===== src/sv/nfsf_pkg.sv =====
`default_nettype none
package nfsf_pkg;

	localparam int SLOT_COUNT = 16;

	localparam int ID_W   = 8;
	localparam int POS_W  = 16;
	localparam int SQ_W   = 32;
	localparam int DIST_W = 34;

	localparam logic [1:0] CMD_FIND    = 2'd0;
	localparam logic [1:0] CMD_RESERVE = 2'd1;
	localparam logic [1:0] CMD_RELEASE = 2'd2;
	localparam logic [1:0] CMD_PLACE   = 2'd3;

	localparam logic [2:0] ST_OK        = 3'd0;
	localparam logic [2:0] ST_RESERVED  = 3'd1;
	localparam logic [2:0] ST_AVAILABLE = 3'd2;
	localparam logic [2:0] ST_NOT_FOUND = 3'd3;
	localparam logic [2:0] ST_NONE      = 3'd4;

	// Query token that walks the cell chain, carrying the running best.
	typedef struct packed {
		logic                    valid;
		logic signed [POS_W-1:0] qx;
		logic signed [POS_W-1:0] qy;
		logic                    have;
		logic [DIST_W-1:0]       best;
		logic [ID_W-1:0]         best_id;
		logic [ID_W-1:0]         id;
	} token_t;

	// Table update strobes for one cell.
	typedef struct packed {
		logic                    load;
		logic                    set_free;
		logic                    clr_free;
		logic signed [POS_W-1:0] x;
		logic signed [POS_W-1:0] y;
	} cell_wr_t;

endpackage
`default_nettype wire


===== src/sv/nfsf_cell.sv =====
`default_nettype none
module nfsf_cell import nfsf_pkg::*; (
	input  wire logic     clk,
	input  wire logic     arst_n,
	input  wire cell_wr_t wr,
	input  wire token_t   tok_in,
	output token_t        tok_out,
	output logic          free
);

	logic signed [POS_W-1:0] x_q;
	logic signed [POS_W-1:0] y_q;
	logic                    free_q;

	token_t          tok_s1;
	logic            free_s1;
	logic [SQ_W-1:0] sqx_s1;
	logic [SQ_W-1:0] sqy_s1;
	token_t          tok_s2;

	logic signed [POS_W:0] dx;
	logic signed [POS_W:0] dy;
	logic [POS_W-1:0]      ax;
	logic [POS_W-1:0]      ay;
	logic [DIST_W-1:0]     dist_sum;
	logic                  take;

	always_ff @(posedge clk or negedge arst_n) begin
		if (!arst_n) begin
			x_q    <= '0;
			y_q    <= '0;
			free_q <= 1'b1;
		end else if (wr.load) begin
			x_q    <= wr.x;
			y_q    <= wr.y;
			free_q <= 1'b1;
		end else if (wr.set_free) begin
			free_q <= 1'b1;
		end else if (wr.clr_free) begin
			free_q <= 1'b0;
		end
	end

	assign free = free_q;

	// Stage 1: squared differences of the query against this slot.
	always_comb begin
		dx = 17'(tok_in.qx) - 17'(x_q);
		dy = 17'(tok_in.qy) - 17'(y_q);
		ax = dx[POS_W] ? POS_W'(-dx) : dx[POS_W-1:0];
		ay = dy[POS_W] ? POS_W'(-dy) : dy[POS_W-1:0];
	end

	always_ff @(posedge clk or negedge arst_n) begin
		if (!arst_n) begin
			tok_s1  <= '0;
			free_s1 <= 1'b0;
			sqx_s1  <= '0;
			sqy_s1  <= '0;
		end else begin
			tok_s1  <= tok_in;
			free_s1 <= free_q;
			sqx_s1  <= SQ_W'(ax) * SQ_W'(ax);
			sqy_s1  <= SQ_W'(ay) * SQ_W'(ay);
		end
	end

	// Stage 2: sum, strict compare so the lowest index wins a tie.
	always_comb begin
		dist_sum = DIST_W'(sqx_s1) + DIST_W'(sqy_s1);
		take     = free_s1 && (!tok_s1.have || dist_sum < tok_s1.best);
	end

	always_ff @(posedge clk or negedge arst_n) begin
		if (!arst_n) begin
			tok_s2 <= '0;
		end else begin
			tok_s2.valid   <= tok_s1.valid;
			tok_s2.qx      <= tok_s1.qx;
			tok_s2.qy      <= tok_s1.qy;
			tok_s2.have    <= tok_s1.have | take;
			tok_s2.best    <= take ? dist_sum : tok_s1.best;
			tok_s2.best_id <= take ? tok_s1.id : tok_s1.best_id;
			tok_s2.id      <= ID_W'(tok_s1.id + ID_W'(1));
		end
	end

	assign tok_out = tok_s2;

endmodule
`default_nettype wire


===== config.mk =====
export PLATFORM = sky130hd
export DESIGN_NAME = nfsf_cell
export DESIGN_NICKNAME = d
export VERILOG_FILES = /design/src/sv/nfsf_pkg.sv /design/src/sv/nfsf_cell.sv
export SDC_FILE = /design/constraint.sdc
export NUM_CORES = 1
export LEC_CHECK = 0
export BUFFER_PORTS_ARGS = -buffer_cell sky130_fd_sc_hd__buf_2
export CORE_ASPECT_RATIO = 0.8
export CORE_MARGIN = 3
export CORE_UTILIZATION = 50
export DETAILED_ROUTE_END_ITERATION = 8
export PLACE_DENSITY_LB_ADDON = 0.2
export SYNTH_ARGS = -nofsm -noshare
export SYNTH_HDL_FRONTEND = slang
export SYNTH_SLANG_ARGS = --single-unit

===== constraint.sdc =====
create_clock -name clk -period 10.76 [get_ports clk]
set_input_delay 2.152 -clock clk [delete_from_list [all_inputs] [get_ports clk]]
set_output_delay 2.152 -clock clk [all_outputs]
set_load 0.02 [all_outputs]

# Yosys cells after proc, flatten, opt, wreduce, memory -nomap -nowiden

Cells that the tools add are included.

Bits in registers: 266
Bits in latches: 0
RAM bits: 0
Bits in read-only memories: 0
Bits of input ports: 121
Memories kept: 0

Add/subtract/negate cells: 6
Multiply operators: 2
Div/mod/pow operators: 0
Order comparisons: 1
Equal/unequal tests: 0
Shifts and indexed selects: 0
Mux-type cells: 7
Bitwise logic cells: 1
Reduce and logical (&&, ||, !) cells: 4

Operator list:

| operator                                                       | number |
|---|---|
| 16-bit by 16-bit multiplier with 32-bit output                 | 2 |
| 33-bit by 34-bit less-than comparator with 1-bit output        | 1 |
| 34-bit two-way mux                                             | 1 |
| 16-bit by 16-bit subtractor with 17-bit output                 | 2 |
| 32-bit by 32-bit adder with 33-bit output                      | 1 |
| 16-bit two-way mux                                             | 2 |
| 16-bit negator                                                 | 2 |
| 8-bit by 1-bit adder with 8-bit output (second input constant) | 1 |
| 8-bit two-way mux                                              | 1 |
| 1-bit two-way mux                                              | 3 |
| 3-bit nonzero test                                             | 1 |
| 1-bit logical AND                                              | 1 |
| 1-bit zero test                                                | 1 |
| 1-bit logical OR                                               | 1 |
| 1-bit bitwise OR                                               | 1 |

# Depth between registers and ports, before layout

Word-level depth: 5
Gate-level depth with buffers: 38
Gate-level depth less buffers: 37

# Least setup slack after synthesis

Ideal clock, no wire load.

Path type: input -> register
From: in tok_in[67] in the netlist's numbering
To: reg sqx_s1[30]
Arrival time: 10.403 ns
Data required time: 10.629 ns
Path slack: 0.226 ns
Stages on the path: 33
Path buffers: 2
Path through: inv_1 ha_1 fa_1 nand2b_1 a21oi_1 a21oi_1 o21bai_1 or4_1 clkbuf_1 and3_1 a311o_1 nor3_2 buf_2 nor2_1 fa_1 fa_1 fa_1 fa_1 fa_1 inv_1 fa_1 inv_1 ha_1 and3_1 a221o_1 a21oi_1 a31o_2 a31oi_1 a41oi_1 a21oi_1 a21oi_1 o21ai_0 xor2_1

Cells in the longest elaborated chain, start to end: 4

RTL lines:

| item                                             | RTL line        | RTL |
|---|---|---|
| from (decl)                                      | nfsf_cell.sv:6  | `input wire token_t tok_in,` |
| 16-bit by 16-bit subtractor with 17-bit output * | nfsf_cell.sv:48 | `dx = 17'(tok_in.qx) - 17'(x_q);` |
| 16-bit negator                                   | nfsf_cell.sv:50 | `ax = dx[POS_W] ? POS_W'(-dx) : dx[POS_W-1:0];` |
| 16-bit two-way mux *                             | nfsf_cell.sv:50 |  |
| 16-bit by 16-bit multiplier with 32-bit output * | nfsf_cell.sv:63 | `sqx_s1 <= SQ_W'(ax) * SQ_W'(ax);` |
| to (signal assigned)                             | nfsf_cell.sv:63 |  |
| to (decl)                                        | nfsf_cell.sv:17 | `logic [SQ_W-1:0] sqx_s1;` |

Every way passes the cells marked *; elsewhere a longest branch is shown, timed or not.
A chain may end at the register's enable or synchronous reset.

# Final worst setup path

Ends and elaborated chain as after synthesis.

==> reports/qor.yml <==
status: "completed"
synth-async-reset-ratio_pct: 100
syn_nets: 3363
ys_types: 77
r2r_cells: 36
slowest_delay_ps: 540
synth_top_family_by_area: "adder cells"
dr_total_vias: 19000
multi_input_area_sq_um: 17000
r2r_slack_ps: 1800
synthTopCellsByArea: "fa_1, dfrtp_1, ha_1"
yosys.area_share.simple_pct: 9.94
fmax_ghz: 0.0971
dieArea_sq_um: 54600
clock_skew_ps: 33.9
io_buffer_count: 205
drv_cap: 0
synthAdderAreaFrac_pct: 39.4
overflow: 0
start_util_pct: 51.4
synth_top_area_cell: "fa_1"
first_pass_iters: 5
min_to: "tok_out[62]"
grt_max_degree: 75
clock-sinks: 264
detail-route-antenna-nets: 0
report.final.slew_viol_count: 0
grt_pass1_wl_mm: 101
met1_usage_pct: 33.2
cp_slowest_cell: "fa_1"
synth_top_area_share_pct: 25.4
synth_compound_area_share_pct: 9.38
viasPerCell: 5.14
worst_slew_pin_slew_ps: 1170
hold_viol_final: 0
hpwl_mm: 51.5
grt_use_met2_pct: 36.5
synthCells: 2624
rr_startpoint: "x_q[0]"
post-route-min-period_ps: 10290
setup_violations: 0
syn2layout_area_growth_pct: 16.3
grt_setup_unrepaired: "false"
clkSlewWorstSetupHoldPaths_ps: 70
wl_per_cell_microns: 16.6
antenna_found_initial: 0
cts_root_buf: "clkbuf_16"
max-clock-path-buffers: 3
max_slew_margin_pct: 21.8
grtUsageTotal_pct: 23.0
dpl.cell_count: 3643
yosysSeqAreaShare_pct: 25.5
cp.required_ps: 11220
grt_pass1_vias: 20100
syn_avg_cell_area_sq_um: 9.88
synth-edff-count: 0
rows: 73
drive_gt1_share_pct: 17.7
yosysMostFrequentCell: "inv_1"
critical_path_class: "input pin to flop"
path_common_cell: "fa_1"
ff_latch_area_sq_um: 6610
worstPathMaxFanout: 5
io_pins: 206
drt_iter0_drc: 1246
crit_path_start_kind: "input pin"
core_sq_um: 50400
synth.mux.area_fraction_pct: 2.03
final_cell_count_no_fill: 3697
numCtsBuffers: 29
cts_tree: "done"
grt.busiest_layer: "met2"
ys.warnings.count: 0
end_kind: "flop"
synth-xor-area-share_pct: 4.80
arrival_ps: 10760
insertion_delay_ps: 580
remaining_drc_errors: 0
fillers: 4379
use_met3_pct: 4.79
nNetsFinal: 3739
holdCritStartpoint: "tok_s1[62]"
worstReg2RegEnd: "sqx_s1[30]"
synth_ff_type: "dfrtp_1"
wirelength_mm: 61.3
cts_hold_buf: 0
htreeDepth: 1
netlist_top_cells_count: "inv_1, fa_1, ha_1"
die-height_microns: 210
netlist_area_sq_um: 25900
worstHoldPathCells: 0
n_antenna_cell: 0
worst_hold_path_type: "flop to flop"
place_congestion: 0.994
die_x_microns: 261
ys_ff_latch: 264
finalCritPeriodShare_pct: 95.7
## through the flow
step	setup slack [ps]	hold slack [ps]	util [%]	area, sq um	setup TNS (ps)
floorplan	226	331	-	25900	0
global placement	-109	332	57.5	29000	-115
detailed placement	-334	335	57.5	29000	-909
CTS	301	343	59.6	30100	0
global route	29.6	349	59.8	30100	0
finish	467	339	59.8	30100	0
## flip-flops by register name (all words and copies together), names as in the netlist
name     count
free         1
y_q         16
tok_out     84
sqx_s1      31
tok_s1      84
x_q         16
sqy_s1      31
free_s1      1
## layout by cell type, fill, tap and decap left out, types with 22 or more instances in the layout
| cell type | n |
|---|---|
| o21ai_0 | 90 |
| fa_1 | 329 |
| nor2_1 | 207 |
| o21a_1 | 22 |
| inv_1 | 564 |
| clkbuf_16 | 29 |
| buf_4 | 183 |
| nor3_1 | 29 |
| xor2_1 | 41 |
| nand2_1 | 170 |
| mux2_2 | 45 |
| buf_2 | 204 |
| a21oi_1 | 86 |
| xnor2_1 | 91 |
| a21o_1 | 56 |
| dfrtp_1 | 263 |
| nand2b_1 | 28 |
| ha_1 | 289 |
## cell type report
cell class | count | share of cell area (%)
inverter | 575 | 7.16
timing repair buffer | 389 | 8.06
multi-input combinational | 1741 | 56.5
sequential | 264 | 21.9
tap | 675 | 2.80
clock inverter | 15 | 0.760
clock buffer | 38 | 2.75
## worst max-delay path: cells and delay by family
family | cells | cell delay, ps
buffers and inverters | 10 | 1000
xor gates and xnor gates | 2 | 380
adders and majority gates | 9 | 3890
and+or+nand+nor | 4 | 1010
AOI/OAI and AO/OA | 13 | 2330
## routing by layer
metal	up-vias	wire (microns)
met1	9321	28300
met2	537	27300
met3	68	4590
li1	9088	-
met5	-	0
met4	0	1020
## logic make-up after synthesis
| kind of cell | Yosys count |
|---|---|
| DFF | 264 |
| and+or+nand+nor | 566 |
| xor gates and xnor gates | 137 |
| muxes | 47 |
| adders and majority gates | 618 |
| buffers and inverters | 619 |
| AOI/OAI and AO/OA | 373 |
## worst max-delay path by stage
| stage | start | to | slack, ps |
|---|---|---|---|
| after global placement | tok_in[67] | sqx_s1[30] | -110 |
| after detailed placement | tok_in[67] | sqx_s1[30] | -330 |
| final | tok_in[67] | sqx_s1[30] | 470 |
| after global routing | tok_in[72] | sqx_s1[30] | 30 |
| after CTS | tok_in[67] | sqx_s1[30] | 300 |
| after floorplan | tok_in[67] | sqx_s1[30] | 230 |
## repair_timing
| action | 4_1_cts | 5_1_grt |
|---|---|---|
| buffers inserted | 0 | 1 |
| gates resized for setup | 0 | 13 |
| endpoints found under the setup margin | 0 | 6 |
Power is not shown: default switching activity piles up to over one toggle a cycle in this logic, so the estimate is an artifact.
